`config.mk`:
```
export PLATFORM = sky130hd
export DESIGN_NAME = uart_acia_register_block_core_flat
export DESIGN_NICKNAME = d
export VERILOG_FILES = /design/src/rtl/core/uacia_pkg.sv /design/src/rtl/core/uacia_if.sv /design/src/rtl/core/uacia_cfg.sv /design/src/rtl/core/uacia_step.sv /design/src/rtl/core/uart_acia_register_block_core.sv /design/src/flat_wrapper.sv
export VERILOG_INCLUDE_DIRS = /design/src /design/src/rtl/core
export SDC_FILE = /design/constraint.sdc
export NUM_CORES = 1
export LEC_CHECK = 0
export BUFFER_PORTS_ARGS = -buffer_cell sky130_fd_sc_hd__clkbuf_2
export CAP_MARGIN = 10
export CORE_ASPECT_RATIO = 1.5
export CORE_UTILIZATION = 50
export DETAILED_ROUTE_END_ITERATION = 8
export PLACE_DENSITY = 0.74
export SLEW_MARGIN = 20
export SYNTH_ARGS = -nofsm -noshare
export SYNTH_HDL_FRONTEND = slang
export SYNTH_SLANG_ARGS = --single-unit
```
`constraint.sdc`:
```
create_clock -name clk -period 3.7 [get_ports clk]
set_input_delay 0.185 -clock clk [delete_from_list [all_inputs] [get_ports clk]]
set_output_delay 0.185 -clock clk [all_outputs]
set_load 0.005 [all_outputs]
```
`src/rtl/core/uart_acia_register_block_core_assert.svh`:
```
// Assertion macros for the serial register block core.
// Used by the top level only; expands to nothing when SYNTHESIS is defined.
`ifndef UART_ACIA_REGISTER_BLOCK_CORE_ASSERT_SVH
`define UART_ACIA_REGISTER_BLOCK_CORE_ASSERT_SVH
`ifndef SYNTHESIS
`define UACIA_ASSERT(label, clk, rst_n, prop, msg) \
    label: assert property (@(posedge clk) disable iff (!rst_n) (prop)) else $error(msg);
`define UACIA_ASSERT_NEXT(label, clk, rst_n, ante, cons, msg) \
    label: assert property (@(posedge clk) disable iff (!rst_n) (ante) |=> (cons)) \
        else $error(msg);
`else
`define UACIA_ASSERT(label, clk, rst_n, prop, msg)
`define UACIA_ASSERT_NEXT(label, clk, rst_n, ante, cons, msg)
`endif
`endif

```
`src/rtl/core/uacia_pkg.sv`:
```
// Shared types, codes and constants of the serial register block.
// No dependencies; every other file but the assertion header uses it by scoped names.
package uacia_pkg;

    localparam int BYTE_W     = 8;
    localparam int TICK_W     = 16;
    localparam int CFG_IDX_W  = 8;
    localparam int CFG_DATA_W = 16;

    localparam logic [1:0] OP_TICK  = 2'd0;
    localparam logic [1:0] OP_READ  = 2'd1;
    localparam logic [1:0] OP_WRITE = 2'd2;

    localparam logic [CFG_IDX_W-1:0] CFG_IDX_BASE_PORT = 8'd0;
    localparam logic [CFG_IDX_W-1:0] CFG_IDX_BYTE_GAP  = 8'd1;

    localparam logic [BYTE_W-1:0] STATUS_TX_EMPTY  = 8'h02;
    localparam logic [BYTE_W-1:0] STATUS_RX_FULL   = 8'h01;
    localparam logic [BYTE_W-1:0] CTRL_RESET_MASK  = 8'h03;
    localparam logic [BYTE_W-1:0] CTRL_RXIE        = 8'h80;
    localparam logic [BYTE_W-1:0] CTRL_TXC_MASK    = 8'h60;
    localparam logic [BYTE_W-1:0] CTRL_TXC_RTS_OFF = 8'h40;

    localparam logic [BYTE_W-1:0] BASE_RESET = 8'hDE;
    localparam logic [TICK_W-1:0] GAP_RESET  = 16'd64;
    localparam logic [TICK_W-1:0] TICK_MAX   = 16'hFFFF;

    typedef struct packed {
        logic [1:0]        opcode;
        logic [BYTE_W-1:0] port;
        logic [BYTE_W-1:0] write_data;
        logic              script_valid;
        logic [BYTE_W-1:0] script_byte;
        logic              live_valid;
        logic [BYTE_W-1:0] live_byte;
    } in_item_t;

    typedef struct packed {
        logic [BYTE_W-1:0] read_data;
        logic              read_hit;
        logic              tx_valid;
        logic [BYTE_W-1:0] tx_byte;
        logic              script_taken;
        logic              live_taken;
        logic              irq;
        logic              rts;
    } res_item_t;

    typedef struct packed {
        logic [BYTE_W-1:0] base_port;
        logic [TICK_W-1:0] byte_gap;
    } cfg_regs_t;

endpackage

```
`src/rtl/core/uacia_if.sv`:
```
// Channel interfaces: input items, result items and configuration writes.
// Depends on uacia_pkg for payload types and widths.
interface uacia_item_if;
    logic                valid;
    logic                ready;
    uacia_pkg::in_item_t item;
    modport source (output valid, output item, input ready);
    modport sink   (input valid, input item, output ready);
endinterface

interface uacia_result_if;
    logic                 valid;
    logic                 ready;
    uacia_pkg::res_item_t item;
    modport source (output valid, output item, input ready);
    modport sink   (input valid, input item, output ready);
endinterface

interface uacia_cfg_if;
    logic                             valid;
    logic                             ready;
    logic [uacia_pkg::CFG_IDX_W-1:0]  index;
    logic [uacia_pkg::CFG_DATA_W-1:0] data;
    modport source (output valid, output index, output data, input ready);
    modport sink   (input valid, input index, input data, output ready);
endinterface

```
`src/rtl/core/uacia_cfg.sv`:
```
// Configuration registers: base port and scripted byte gap.
// Depends on uacia_pkg and the configuration channel interface.
module uacia_cfg (
    input  logic                 clk,
    input  logic                 rst_n,
    uacia_cfg_if.sink            cfg,
    output uacia_pkg::cfg_regs_t regs
);

    logic [uacia_pkg::BYTE_W-1:0] base_port_reg;
    logic [uacia_pkg::TICK_W-1:0] byte_gap_reg;
    logic                         wr_en;

    assign cfg.ready = 1'b1;
    assign wr_en     = cfg.valid;

    always_ff @(posedge clk or negedge rst_n)
    begin
        if (!rst_n)
        begin
            base_port_reg <= uacia_pkg::BASE_RESET;
            byte_gap_reg  <= uacia_pkg::GAP_RESET;
        end
        else if (wr_en)
        begin
            if (cfg.index == uacia_pkg::CFG_IDX_BASE_PORT)
            begin
                base_port_reg <= cfg.data[uacia_pkg::BYTE_W-1:0];
            end
            else if (cfg.index == uacia_pkg::CFG_IDX_BYTE_GAP)
            begin
                byte_gap_reg <= cfg.data[uacia_pkg::TICK_W-1:0];
            end
        end
    end

    assign regs.base_port = base_port_reg;
    assign regs.byte_gap  = byte_gap_reg;

endmodule

```
`src/rtl/core/uacia_step.sv`:
```
// Receiver/transmitter state and the single-pass update for one item.
// Depends on uacia_pkg; the result is registered by the top level.
module uacia_step (
    input  logic                 clk,
    input  logic                 rst_n,
    input  logic                 fire,
    input  uacia_pkg::in_item_t  item,
    input  uacia_pkg::cfg_regs_t regs,
    output uacia_pkg::res_item_t res
);

    logic [uacia_pkg::BYTE_W-1:0] rx_holding_reg, rx_holding_next;
    logic                         rx_full_reg, rx_full_next;
    logic                         rx_ie_reg, rx_ie_next;
    logic                         rts_reg, rts_next;
    logic [uacia_pkg::TICK_W-1:0] ticks_reg, ticks_next;

    logic [uacia_pkg::BYTE_W-1:0] data_port;
    logic [uacia_pkg::TICK_W-1:0] ticks_inc;
    logic                         status_hit;
    logic                         data_hit;
    logic                         script_ok;

    assign data_port  = regs.base_port + 8'd1;
    assign status_hit = (item.port == regs.base_port);
    assign data_hit   = (item.port == data_port);
    assign ticks_inc  = (ticks_reg != uacia_pkg::TICK_MAX) ? ticks_reg + 16'd1 : ticks_reg;
    assign script_ok  = !rx_full_reg && item.script_valid && rts_reg
                        && (ticks_inc >= regs.byte_gap);

    always_comb
    begin
        rx_holding_next = rx_holding_reg;
        rx_full_next    = rx_full_reg;
        rx_ie_next      = rx_ie_reg;
        rts_next        = rts_reg;
        ticks_next      = ticks_reg;
        res             = '0;
        unique case (item.opcode)
            uacia_pkg::OP_TICK:
            begin
                ticks_next = ticks_inc;
                if (script_ok)
                begin
                    rx_holding_next  = item.script_byte;
                    rx_full_next     = 1'b1;
                    res.script_taken = 1'b1;
                end
                else if (!rx_full_reg && item.live_valid && rts_reg)
                begin
                    rx_holding_next = item.live_byte;
                    rx_full_next    = 1'b1;
                    res.live_taken  = 1'b1;
                end
            end
            uacia_pkg::OP_READ:
            begin
                if (status_hit)
                begin
                    res.read_hit  = 1'b1;
                    res.read_data = uacia_pkg::STATUS_TX_EMPTY
                                    | (rx_full_reg ? uacia_pkg::STATUS_RX_FULL : 8'h00);
                end
                else if (data_hit)
                begin
                    res.read_hit  = 1'b1;
                    res.read_data = rx_holding_reg;
                    if (rx_full_reg)
                    begin
                        rx_full_next = 1'b0;
                        ticks_next   = '0;
                    end
                end
            end
            uacia_pkg::OP_WRITE:
            begin
                if (data_hit)
                begin
                    res.tx_valid = 1'b1;
                    res.tx_byte  = item.write_data;
                end
                else if (status_hit)
                begin
                    if ((item.write_data & uacia_pkg::CTRL_RESET_MASK)
                        == uacia_pkg::CTRL_RESET_MASK)
                    begin
                        rx_full_next = 1'b0;
                        rx_ie_next   = 1'b0;
                        rts_next     = 1'b0;
                    end
                    else
                    begin
                        rx_ie_next = |(item.write_data & uacia_pkg::CTRL_RXIE);
                        rts_next   = (item.write_data & uacia_pkg::CTRL_TXC_MASK)
                                     != uacia_pkg::CTRL_TXC_RTS_OFF;
                    end
                end
            end
            default:
            begin
            end
        endcase
        res.irq = rx_full_next && rx_ie_next;
        res.rts = rts_next;
    end

    always_ff @(posedge clk or negedge rst_n)
    begin
        if (!rst_n)
        begin
            rx_holding_reg <= '0;
            rx_full_reg    <= 1'b0;
            rx_ie_reg      <= 1'b0;
            rts_reg        <= 1'b1;
            ticks_reg      <= uacia_pkg::TICK_MAX;
        end
        else if (fire)
        begin
            rx_holding_reg <= rx_holding_next;
            rx_full_reg    <= rx_full_next;
            rx_ie_reg      <= rx_ie_next;
            rts_reg        <= rts_next;
            ticks_reg      <= ticks_next;
        end
    end

endmodule

```
`src/rtl/core/uart_acia_register_block_core.sv`:
```
// Top level of the serial register block: input register, update, result register.
// Depends on uacia_pkg, uacia_if, uacia_cfg, uacia_step and the assertion header.
//
// Takes one item (tick, port read or port write) per clock while the output side is
// not stalling, and returns one result per item. An accepted item is held in the
// input register, then updates the receive state and is captured in the result
// register, from which the result beat is offered; the beat completes when the
// output side is ready. That single update step is what allows one item per clock.
// Input is taken while a result waits, as long as the input register is free or
// moving. Configuration writes are taken at any time and are meant to be made while
// no item is in flight.
`include "uart_acia_register_block_core_assert.svh"

module uart_acia_register_block_core (
    input  logic        clk,
    input  logic        rst_n,
    uacia_item_if.sink  in_ch,
    uacia_result_if.source out_ch,
    uacia_cfg_if.sink   cfg_ch
);

    uacia_pkg::cfg_regs_t  regs;
    uacia_pkg::in_item_t   s1_item_reg;
    logic                  s1_valid_reg;
    uacia_pkg::res_item_t  res_reg;
    logic                  res_valid_reg;
    uacia_pkg::res_item_t  step_res;
    logic                  advance;
    logic                  in_fire;
    logic                  both_loaded;
    logic                  read_and_tx;

    assign advance     = s1_valid_reg && (!res_valid_reg || out_ch.ready);
    assign in_ch.ready = !s1_valid_reg || advance;
    assign in_fire     = in_ch.valid && in_ch.ready;

    uacia_cfg u_cfg (
        .clk   (clk),
        .rst_n (rst_n),
        .cfg   (cfg_ch),
        .regs  (regs)
    );

    uacia_step u_step (
        .clk   (clk),
        .rst_n (rst_n),
        .fire  (advance),
        .item  (s1_item_reg),
        .regs  (regs),
        .res   (step_res)
    );

    always_ff @(posedge clk or negedge rst_n)
    begin
        if (!rst_n)
        begin
            s1_valid_reg  <= 1'b0;
            res_valid_reg <= 1'b0;
        end
        else
        begin
            if (in_ch.ready)
            begin
                s1_valid_reg <= in_ch.valid;
            end
            if (advance)
            begin
                res_valid_reg <= 1'b1;
            end
            else if (out_ch.ready)
            begin
                res_valid_reg <= 1'b0;
            end
        end
    end

    always_ff @(posedge clk)
    begin
        if (in_fire)
        begin
            s1_item_reg <= in_ch.item;
        end
        if (advance)
        begin
            res_reg <= step_res;
        end
    end

    assign out_ch.valid = res_valid_reg;
    assign out_ch.item  = res_reg;

    assign both_loaded = out_ch.item.script_taken && out_ch.item.live_taken;
    assign read_and_tx = out_ch.item.read_hit && out_ch.item.tx_valid;

    `UACIA_ASSERT_NEXT(a_accept_fills_stage, clk, rst_n, in_fire, s1_valid_reg, "beat lost")
    `UACIA_ASSERT_NEXT(a_advance_fills_result, clk, rst_n, advance, res_valid_reg, "result lost")
    `UACIA_ASSERT(a_single_load, clk, rst_n, !(out_ch.valid && both_loaded), "double load")
    `UACIA_ASSERT(a_read_or_tx, clk, rst_n, !(out_ch.valid && read_and_tx), "read with transmit")

endmodule
```
`src/flat_wrapper.sv`:
```
// flat-port wrapper written by rule: the top's interface ports become plain ports
module uart_acia_register_block_core_flat 
  (clk, rst_n, in_ch_valid, in_ch_item, in_ch_ready, out_ch_valid, out_ch_item, out_ch_ready, cfg_ch_valid, cfg_ch_index, cfg_ch_data, cfg_ch_ready);
  uacia_item_if in_ch_i ();
  uacia_result_if out_ch_i ();
  uacia_cfg_if cfg_ch_i ();
  input  logic clk;
  input  logic rst_n;
  input wire logic [$bits(in_ch_i.valid)-1:0] in_ch_valid;
  input wire logic [$bits(in_ch_i.item)-1:0] in_ch_item;
  output wire logic [$bits(in_ch_i.ready)-1:0] in_ch_ready;
  output wire logic [$bits(out_ch_i.valid)-1:0] out_ch_valid;
  output wire logic [$bits(out_ch_i.item)-1:0] out_ch_item;
  input wire logic [$bits(out_ch_i.ready)-1:0] out_ch_ready;
  input wire logic [$bits(cfg_ch_i.valid)-1:0] cfg_ch_valid;
  input wire logic [$bits(cfg_ch_i.index)-1:0] cfg_ch_index;
  input wire logic [$bits(cfg_ch_i.data)-1:0] cfg_ch_data;
  output wire logic [$bits(cfg_ch_i.ready)-1:0] cfg_ch_ready;
  assign in_ch_i.valid = in_ch_valid;
  assign in_ch_i.item = in_ch_item;
  assign in_ch_ready = in_ch_i.ready;
  assign out_ch_valid = out_ch_i.valid;
  assign out_ch_item = out_ch_i.item;
  assign out_ch_i.ready = out_ch_ready;
  assign cfg_ch_i.valid = cfg_ch_valid;
  assign cfg_ch_i.index = cfg_ch_index;
  assign cfg_ch_i.data = cfg_ch_data;
  assign cfg_ch_ready = cfg_ch_i.ready;
  uart_acia_register_block_core u_core (.clk(clk), .rst_n(rst_n), .in_ch(in_ch_i), .out_ch(out_ch_i), .cfg_ch(cfg_ch_i));
endmodule
```
==> qor.csv, run 1 <==
stage,metric,value,unit
run_status,outcome,"finished, final reports clean",
finish,Final #Nets,648,
finish,final instance area,6594,sq um
critical_path,Crit Path Max Fanout,7,
synthesis,ys async rst share,47.75,%
power_and_ir_drop,Tot Pwr,3.029,mW
synthesis,compound-cell area share of the yosys netlist,9.960,%
synthesis,"area leader, netlist",edfxtp_1,
synthesis,most used flip-flop cell after synthesis,edfxtp_1,
synthesis,Syn Area/Cell,12.03,sq um
critical_path,CP max stage delay,560,ps
finish,layout cells sized above 1,35.61,%
route,drt total wl,10.99,mm
clock_tree,CTS Buffer Depth,2,
grt,initial antenna violation count,0,
place,Port Buffers,88,
worst_hold_path,worst hold path type,in -> reg,
route,Final ANT Viol Nets,0,
finish,Final Core Density,62.60,%
critical_path,CP required,3930,ps
route,detailed-route via count,3851,
clock_tree,H-tree depth,3,
sta,Final min period,3598,ps
clock_tree,Clock Pin Slew Worst Setup and Hold Paths,70,ps
place,pre-CTS setup slack,-70.45,ps
power_and_ir_drop,LEAKAGE,2.872,nW
route,vias per cell,5.394,
grt,total grt overflow,0,
synthesis,top-area cell type share of the netlist area,32.47,%
sta,Slew Limit Fails,0,
clock_tree,Clock Sinks,111,
route,DRT Pass-1 Iters,4,
synthesis,Post-Synth Adder-Cell Area,4.199,%
sta,setup TNS,0,ps
critical_path,Critical Path AT,3830,ps
finish,final non-filler cell total,714,
clock_tree,CTS tree,yes,
sta,min setup slack post-route,101.7,ps
synthesis,post-synthesis cell type count,63,
place,GPL Wtd Cong,0.9184,
floorplan,Die X,86.57,um
synthesis,post-synthesis mux area share,7.371,%
sta,Final Skew,7.235,ps
sta,count of final setup violators,0,
synthesis,top post-synthesis cells by count,"edfxtp_1 (58), inv_1 (42), nor2_1 (37)",
synthesis,Post-Synth Simple-Gate Area,12.83,%
route,drt first-iter violations,170,
floorplan,Rows,46,
sta,hold_ws,7.171,ps
sta,RSZ-0062 raised after global routing,yes,
route,DR DRC count,0,
critical_path,CP Capture Type,register,
grt,vias in the first global route,3777,
power_and_ir_drop,Peak VDD IR,0.0002251,V
finish,Area Overhead vs Synth,22.93,%
synthesis,syn_nets,529,
synthesis,Synth Instances,446,
clock_tree,latest clock arrival within the worst-skew pair,350,ps
floorplan,Die Span Y,128.9,um
finish,Largest register FFs,36,
sta,fmax,277.9,MHz
route,WL/cell,15.39,um
floorplan,Initial Util,50.93,%
grt,first-pass GRT wire length,17.44,mm
floorplan,IO Count,90,
floorplan,core area,10530,sq um
sta,Hold Fails Final Rpt,0,
synthesis,Post-Synth XOR/XNOR Area,3.266,%
sta,Tcrit/Tclk final,97.25,%
synthesis,Syn Std Cell Area,5364,sq um
synthesis,register bit total from synthesis,111,
synthesis,"top cells by area, synth","edfxtp_1 (32%), dfrtp_1 (14%), dfstp_2 (12%), mux2_2 (5.9%), ha_1 (4.2%)",
sta,Rel. slew slack,42.26,%
critical_path,critical-path cell list,nand4_1 -> or2_4 -> nor4_4 -> mux2i_1 -> ha_1 -> and4_4 -> and4_1 -> or4b_4 -> a31oi_4 -> buf_6 -> nor2_1 -> a221o_1,
critical_path,Setup crit start kind,register,
critical_path,type of the worst setup path,reg -> reg,
synthesis,main combinational cell family by area after synthesis,simple AND/OR/NAND/NOR gates,
grt,largest net degree at the start of global routing,37,
critical_path,critical path's top delay family,simple AND/OR/NAND/NOR gates,
place,DPL Wire Length,7.932,mm
place,placed cells,679,
grt,All-Layer GR Usage,20.64,%
sta,worst slew pin tran,863.0,ps
synthesis,YS warnings,0,
synthesis,post-synthesis sequential area ratio,57.76,%
synthesis,Post-synth EDFFs,58,
clock_tree,CTS Root Cell,clkbuf_16,
flow_run,max-cap violations,0,
critical_path,Buf/Inv on CP,1,
synthesis,top-count cell post-synth,edfxtp_1,
power_and_ir_drop,PwrDens,459.3,nW/um^2
finish,Antenna diodes,0,
clock_tree,TritonCTS buffer count,9,
critical_path,slowest CP cell,dfstp_2,
place,area of placed instances,6036,sq um
floorplan,Die ar.,11150,sq um
==> kinds of logic after synthesis <==
kind of cell	after synthesis
AO/OA/AOI/OAI	71
XOR/XNOR	20
adder cells (fa/ha/maj)	18
buffers and inverters	58
flip-flops	111
multiplexers	36
other	1
AND/OR/NAND/NOR	131
==> worst paths after layout <==
kind,slack (ps),depth (start not counted),endpoint,from
setup / recovery,100,12,u_core.u_step.rx_holding_reg[3],u_core.u_step.ticks_reg[6]
min in group asynchronous,460,2,u_core.u_cfg.byte_gap_reg[1],rst_n
max in group asynchronous,2400,3,u_core.u_cfg.base_port_reg[7],rst_n
hold reg to reg,480,1,u_core.u_step.rx_holding_reg[7],u_core.s1_item_reg[16]
hold / removal,7,1,u_core.s1_item_reg[26],in_ch_item[26]
setup reg to reg,100,12,u_core.u_step.rx_holding_reg[3],u_core.u_step.ticks_reg[6]
==> where the power goes <==
group	total, mW	internal, mW	switching, mW
sequential	1.53	1.45	0.0833
combinational	0.607	0.279	0.327
clock	0.891	0.461	0.430
==> layer usage <==
| layer | routed length (um) | GRT usage, % | vias to the layer above | part of all wire [%] |
|---|---|---|---|---|
| met5 | 0 | 0 | - | 0 |
| met4 | 329 | 10.29 | 0 | 3.0 |
| met3 | 481 | 4.682 | 28 | 4.4 |
| met2 | 5861 | 36.69 | 123 | 53 |
| met1 | 4319 | 23.02 | 1846 | 39 |
| li1 | - | - | 1854 | - |
==> cell usage in the layout (no fill, tap or decap), types with 13 or more instances in the layout <==
| cell type | synthesis | final |
|---|---|---|
| nor2_1 | 37 | 37 |
| dfstp_2 | 24 | 24 |
| clkbuf_2 | 1 | 88 |
| inv_1 | 42 | 42 |
| ha_1 | 18 | 18 |
| nand2_1 | 17 | 17 |
| xnor2_1 | 13 | 13 |
| nand3_1 | 16 | 15 |
| buf_4 | 3 | 20 |
| edfxtp_1 | 58 | 58 |
| dfrtp_1 | 29 | 29 |
| mux2_2 | 28 | 28 |
==> timing repair <==
item                                    4_1_cts  5_1_grt
hold buffers                                 10        2
hold endpoints to repair                     25        2
gates cloned                                  0        1
resized for setup                             7       17
pin swaps                                     4       22
setup buffers                                 1        5
endpoints found under the setup margin        8       12
==> cell type report <==
cell class,instances,area (sq um)
fillers,863,3939
flip-flops and latches,111,3098
multi-input cells,278,2141
repair buffers,123,744.5
clock buffers,10,229.0
well taps,144,180.2
inverters,42,157.7
clock inverters,6,43.79
Note: power is estimated with default switching activity, not from simulation.
==> run 2: changes to the inputs <==
ABC_AREA = 1   (was not set)
==> run 2 against run 1 <==
- global-route usage grew 2.4 points
- non-clock buffer count grew 3
- maximum frequency grew 5.3%
==> qor.csv, run 2 <==
stage,metric,value,unit
synthesis,"top cells by area, synth","edfxtp_1 (32%), dfrtp_1 (13%), nand2_1 (12%), dfstp_2 (12%), inv_1 (5.5%)",
sta,hold_ws,8.789,ps
finish,FILL cells,914,
synthesis,Syn Area/Cell,8.997,sq um
synthesis,YS warnings,0,
worst_hold_path,hold endpoint,u_core.s1_item_reg[1],
flow_run,max-cap violations,0,
finish,Multi-input gate area,1942,sq um
route,Final ANT Viol Nets,0,
place,GPL Wtd Cong,0.8969,
grt,vias in the first global route,4405,
finish,layout cells sized above 1,20.11,%
power_and_ir_drop,LEAKAGE,3.170,nW
synthesis,register bit total from synthesis,111,
finish,Antenna diodes,0,
route,DRT Pass-1 Iters,5,
sta,count of final setup violators,0,
route,WL/cell,13.92,um
floorplan,Rows,46,
finish,Final #Nets,809,
sta,Slew Limit Fails,0,
critical_path,CP Capture Type,register,
floorplan,core area,10590,sq um
critical_path,Crit Path Max Fanout,14,
clock_tree,Clock Pin Slew Worst Setup and Hold Paths,80,ps
sta,fmax,292.7,MHz
synthesis,post-synthesis cell type count,30,
sta,Tcrit/Tclk final,92.35,%
critical_path,type of the worst setup path,reg -> reg,
route,detailed-route via count,4437,
critical_path,CP required,4000,ps
sta,setup TNS,0,ps
route,vias per cell,5.071,
critical_path,Critical Path AT,3710,ps
floorplan,Initial Util,51.23,%
finish,"commonest cells after routing, fill and taps aside","nand2_1 (173), clkbuf_2 (88), inv_1 (80)",
floorplan,Die ar.,11280,sq um
synthesis,Syn Std Cell Area,5425,sq um
synthesis,Synth Instances,603,
critical_path,Setup crit start kind,register,
place,Port Buffers,88,
power_and_ir_drop,PwrDens,446.6,nW/um^2
finish,"commonest non-fill, non-tap cell in the layout",nand2_1,
clock_tree,CTS Root Cell,clkbuf_16,
sta,Final Skew,10.72,ps
clock_tree,TritonCTS buffer count,9,
grt,initial antenna violation count,0,
clock_tree,post-CTS setup buffer count,0,
synthesis,ys async rst share,47.75,%
synthesis,post-synthesis sequential area ratio,57.10,%
worst_hold_path,worst hold path type,in -> reg,
synthesis,Post-synth EDFFs,58,
clock_tree,Clock Sinks,111,
run_status,outcome,"finished, final reports clean",
critical_path,cells on worst reg2reg path,22,
grt,total grt overflow,0,
clock_tree,CTS Buffer Depth,2,
floorplan,Die Span Y,129.6,um
place,placed cells,825,
synthesis,"area leader, netlist",edfxtp_1,
synthesis,top-count cell post-synth,nand2_1,
critical_path,reg2reg start,u_core.u_step.ticks_reg[0],
worst_hold_path,hold wc startpoint,in_ch_item[1],
sta,Hold Fails Final Rpt,0,
grt,first-pass GRT wire length,19.46,mm
finish,Area Overhead vs Synth,22.95,%
clock_tree,H-tree depth,3,
synthesis,top-area cell type share of the netlist area,32.10,%
sta,worst slew pin tran,973.4,ps
floorplan,Die X,87.05,um
power_and_ir_drop,Peak VDD IR,0.0002857,V
sta,RSZ-0062 raised after global routing,no,
synthesis,most used flip-flop cell after synthesis,edfxtp_1,
grt,All-Layer GR Usage,23.01,%
clock_tree,CTS tree,yes,
floorplan,IO Count,90,
finish,Largest register FFs,36,
worst_hold_path,Worst Hold Depth,1,
route,drt total wl,12.18,mm
critical_path,FF-to-FF End,u_core.u_step.rx_holding_reg[2],
synthesis,syn_nets,686,
route,drt first-iter violations,268,
finish,register area,3098,sq um
place,DPL Wire Length,8.564,mm
route,DR DRC count,0,
clock_tree,latest clock arrival within the worst-skew pair,360,ps
grt,largest net degree at the start of global routing,54,
sta,Final min period,3417,ps
sta,Rel. slew slack,34.92,%
critical_path,r2r setup slk,280,ps
synthesis,top post-synthesis cells by count,"nand2_1 (174), inv_1 (80), edfxtp_1 (58)",
finish,final non-filler cell total,875,
[run 2: changes by cell type after synthesis, sizes merged, moves of 7 or more]
cell / change
a21oi: +7
a221o: -9
and2: -10
inv: +41
mux2: -28
mux2i: -8
nand2: +159
nand2b: -10
nand3: +17
nand4: +19
nor2: +21
o21ai: +20
o22ai: -9
xnor2: -7
[run 2: worst max-delay path, cell delays in order, from the launching register on]
cell,delay [ps]
dfstp_2,580
ha_1,190
nand2_1,80
nor2_2,140
nand4_1,160
nor2_2,220
inv_2,150
o21ai_0,220
ha_1,330
nand2_1,70
inv_1,30
nand2_1,70
nor2_1,50
nor2_1,80
nand2_1,60
nand2_1,60
nand2_1,110
buf_4,200
nand2_1,200
nand2_1,90
nand2_1,80
nand3_1,70
nand2_1,100
[run 2: layer usage]
layer	GRT usage, %	vias to the layer above	wire length [um]	share of wire [%]
met5	0	-	0	0
met1	23.16	2050	4317	35
li1	-	2208	-	-
met4	13.63	0	544	4.5
met2	43.08	138	6773	56
met3	4.522	41	544	4.5
[run 2: final cells by class]
type	count	area share, %
clock buffers	9	3.376
clock inverters	7	1.369
inverters	86	4.840
multi-input cells	392	29.11
flip-flops and latches	111	46.45
well taps	144	2.701
repair buffers	126	12.16
[run 2: worst max-delay path by stage]
stage	from	endpoint	slack, ps	cells past startpoint
after floorplan	u_core.u_step.ticks_reg[0]	u_core.u_step.rx_holding_reg[0]	820	23
after global placement	u_core.u_step.ticks_reg[0]	u_core.u_step.rx_full_reg	430	20
after detailed placement	u_core.u_step.ticks_reg[0]	u_core.u_step.rx_holding_reg[7]	310	22
after CTS	u_core.u_step.ticks_reg[0]	u_core.u_step.rx_holding_reg[2]	270	22
after global routing	u_core.u_step.ticks_reg[0]	u_core.u_step.rx_holding_reg[5]	30	22
final	u_core.u_step.ticks_reg[0]	u_core.u_step.rx_holding_reg[2]	280	22
[run 2: per-stage QoR]
stage	util (%)	total power, mW	setup slack, ps	cell area [sq um]
floorplan	-	1.804	819.7	5425
global placement	56.73	1.956	430.3	6008
detailed placement	56.73	1.982	305.1	6008
CTS	62.75	2.991	265.4	6645
global route	62.98	3.120	31.15	6670
finish	62.98	2.979	283.1	6670
[run 2: cell families (layout without fill, tap and decap cells)]
group / after synthesis / in the layout / share of synthesized area [%]
AND/OR/NAND/NOR: 304 / 304 / 23.71
flip-flops: 111 / 111 / 57.10
buffers and inverters: 100 / 228 / 7.195
AO/OA/AOI/OAI: 53 / 53 / 5.189
adder cells (fa/ha/maj): 18 / 18 / 4.151
XOR/XNOR: 16 / 16 / 2.583
other: 1 / 1 / 0.06912
[run 2: repair_timing]
| action | in CTS | in global routing |
|---|---|---|
| setup endpoints to repair | 0 | 9 |
| endpoints found under the hold margin | 60 | 2 |
| hold buffers | 32 | 2 |
| resized for setup | 0 | 2 |
[run 2: power by group]
group	leakage [nW]	internal, mW	switching [mW]
Sequential	1.17	1.44	0.0681
Combinational	1.85	0.191	0.291
Clock	0.152	0.489	0.497
==> run 3: changes to the inputs <==
CELL_PAD_IN_SITES_DETAIL_PLACEMENT = 1   (was not set)
CELL_PAD_IN_SITES_GLOBAL_PLACEMENT = 1   (was not set)
CORE_UTILIZATION = 39   (was 50)
PLACE_DENSITY = 0.76   (was 0.74)
==> run 3 against run 2 <==
- the flow now finishes with violations (design-rule violations)
- total power increased by 2.5%
- combinational power is 1% higher
- worst hold slack gained 3.1 ps
- cell area shrank 0.32%
- setup slack better by 52 ps
- largest cell class unchanged
==> qor.csv, run 3 (same netlist as run 2, synthesis figures left out) <==
stage,metric,value,unit
finish,layout cells sized above 1,20.72,%
critical_path,CP required,4000,ps
finish,Final #Nets,802,
floorplan,Die ar.,14400,sq um
critical_path,Setup crit start kind,register,
sta,RSZ-0062 raised after global routing,no,
place,placed cells,843,
clock_tree,CTS Root Cell,clkbuf_16,
floorplan,Rows,52,
sta,count of final setup violators,0,
grt,total grt overflow,0,
floorplan,IO Count,90,
route,DRT Pass-1 Iters,6,
clock_tree,CTS tree,yes,
sta,Rel. slew slack,52.07,%
critical_path,reg2reg start,u_core.u_step.ticks_reg[0],
finish,final non-filler cell total,886,
grt,vias in the first global route,4879,
route,drt total wl,14.18,mm
critical_path,Crit Path Max Fanout,14,
critical_path,r2r setup slk,340,ps
clock_tree,CTS Buffer Depth,2,
finish,"commonest non-fill, non-tap cell in the layout",nand2_1,
clock_tree,latest clock arrival within the worst-skew pair,360,ps
grt,largest net degree at the start of global routing,54,
power_and_ir_drop,Tot Pwr,3.055,mW
route,DR DRC count,2,
route,vias per cell,5.060,
floorplan,Die X,98.30,um
critical_path,cells on worst reg2reg path,20,
floorplan,Initial Util,40.09,%
sta,hold_ws,11.91,ps
place,DPL Wire Length,10.51,mm
run_status,violated checks,design-rule violations,
clock_tree,Clock Sinks,111,
sta,Final min period,3364,ps
critical_path,CP max stage delay,590,ps
finish,Largest register FFs,36,
critical_path,critical path's top delay family,simple AND/OR/NAND/NOR gates,
power_and_ir_drop,Peak VDD IR,0.0003411,V
route,detailed-route via count,4483,
sta,Tcrit/Tclk final,90.93,%
power_and_ir_drop,PwrDens,459.4,nW/um^2
finish,Area Overhead vs Synth,22.56,%
critical_path,Buf/Inv on CP,2,
flow_run,max-cap violations,0,
worst_hold_path,worst hold path type,in -> reg,
place,Port Buffers,88,
critical_path,slowest CP cell,dfstp_2,
finish,FILL cells,1611,
sta,fmax,297.2,MHz
sta,setup TNS,0,ps
run_status,outcome,"complete, but fails checks",
finish,Antenna diodes,0,
route,WL/cell,16.00,um
floorplan,core area,13530,sq um
place,GPL Wtd Cong,0.8419,
sta,Final Skew,12.98,ps
critical_path,FF-to-FF End,u_core.u_step.rx_holding_reg[4],
worst_hold_path,hold wc startpoint,in_ch_item[32],
finish,Final Core Density,49.13,%
route,Final ANT Viol Nets,0,
critical_path,CP Capture Type,register,
grt,initial antenna violation count,0,
grt,first-pass GRT wire length,23.36,mm
power_and_ir_drop,LEAKAGE,3.153,nW
worst_hold_path,hold endpoint,u_core.s1_item_reg[32],
sta,worst slew pin tran,716.3,ps
worst_hold_path,Worst Hold Depth,1,
critical_path,CP most frequent cell,nand2_1,
sta,Hold Fails Final Rpt,0,
route,drt first-iter violations,120,
finish,register area,3098,sq um
floorplan,Die Span Y,146.5,um
clock_tree,TritonCTS buffer count,9,
critical_path,type of the worst setup path,reg -> reg,
clock_tree,Clock Pin Slew Worst Setup and Hold Paths,80,ps
sta,Slew Limit Fails,0,
critical_path,critical-path cell list,ha_1 -> nand2_1 -> nor2_2 -> nand4_1 -> nor2_2 -> inv_2 -> o21ai_0 -> ha_1 -> a21oi_1 -> nand2_1 -> nand2_1 -> nand2_1 -> nand2_1 -> nand2_1 -> buf_4 -> nand2_2 -> nand2_1 -> nand2_1 -> nand3_1 -> nand2_1,
finish,Multi-input gate area,1954,sq um
grt,All-Layer GR Usage,21.17,%
critical_path,Critical Path AT,3670,ps
finish,"commonest cells after routing, fill and taps aside","nand2_1 (172), clkbuf_2 (88), inv_1 (80)",
clock_tree,H-tree depth,3,
==> run 3: area by class of cell <==
cell class                 count  area share, %
multi-input combinational    392          29.39
clock buffer                   9          3.387
clock inverter                 7          1.618
inverter                      86          4.855
sequential                   111          46.59
timing repair buffer         119          11.10
tap                          162          3.049
==> run 3: where the power goes <==
part	internal (mW)	total [mW]	switching (mW)
combinational	0.185	0.486	0.301
clock	0.553	1.05	0.502
sequential	1.44	1.51	0.0709
total	2.18	3.05	0.874
==> run 3: worst max path at each step <==
stage | startpoint | endpoint | slack, ps | cells past startpoint
after floorplan | u_core.u_step.ticks_reg[0] | u_core.u_step.rx_holding_reg[0] | 820 | 23
after global placement | u_core.u_step.ticks_reg[0] | u_core.u_step.rx_holding_reg[0] | 370 | 22
after detailed placement | u_core.u_step.ticks_reg[0] | u_core.u_step.rx_holding_reg[5] | 120 | 22
after CTS | u_core.u_step.ticks_reg[0] | u_core.u_step.rx_holding_reg[5] | 80 | 19
after global routing | u_core.u_step.ticks_reg[0] | u_core.u_step.rx_holding_reg[5] | 30 | 22
final | u_core.u_step.ticks_reg[0] | u_core.u_step.rx_holding_reg[4] | 340 | 20
==> run 3: layer usage <==
| layer | wire length, um | track usage, % | vias to the layer above |
|---|---|---|---|
| li1 | - | - | 2186 |
| met2 | 8046 | 40.99 | 87 |
| met1 | 5236 | 21.46 | 2175 |
| met4 | 582 | 11.64 | 0 |
| met3 | 315 | 2.776 | 35 |
| met5 | 0 | 0 | - |
==> run 3: what timing repair did <==
action / in CTS / in global routing
resized for setup: 0 / 4
setup buffers: 0 / 1
endpoints found under the hold margin: 54 / 0
setup endpoints to repair: 0 / 9
hold buffers: 26 / 0
==> run 3: stage by stage <==
step | setup slack [ps] | area (sq um)
2_1_floorplan | 819.7 | 5425
4_1_cts | 82.76 | 6624
5_1_grt | 32.56 | 6649
3_5_place_dp | 117.5 | 6031
3_3_place_gp | 367.9 | 6031
6_report | 335.6 | 6649
==> run 3: worst reg2reg max path, cell delays in order (launching register included) <==
cell,delay (ps)
dfstp_2,590
ha_1,180
nand2_1,80
nor2_2,140
nand4_1,150
nor2_2,230
inv_2,150
o21ai_0,230
ha_1,370
a21oi_1,160
nand2_1,80
nand2_1,60
nand2_1,50
nand2_1,50
nand2_1,90
buf_4,190
nand2_2,150
nand2_1,90
nand2_1,80
nand3_1,80
nand2_1,90
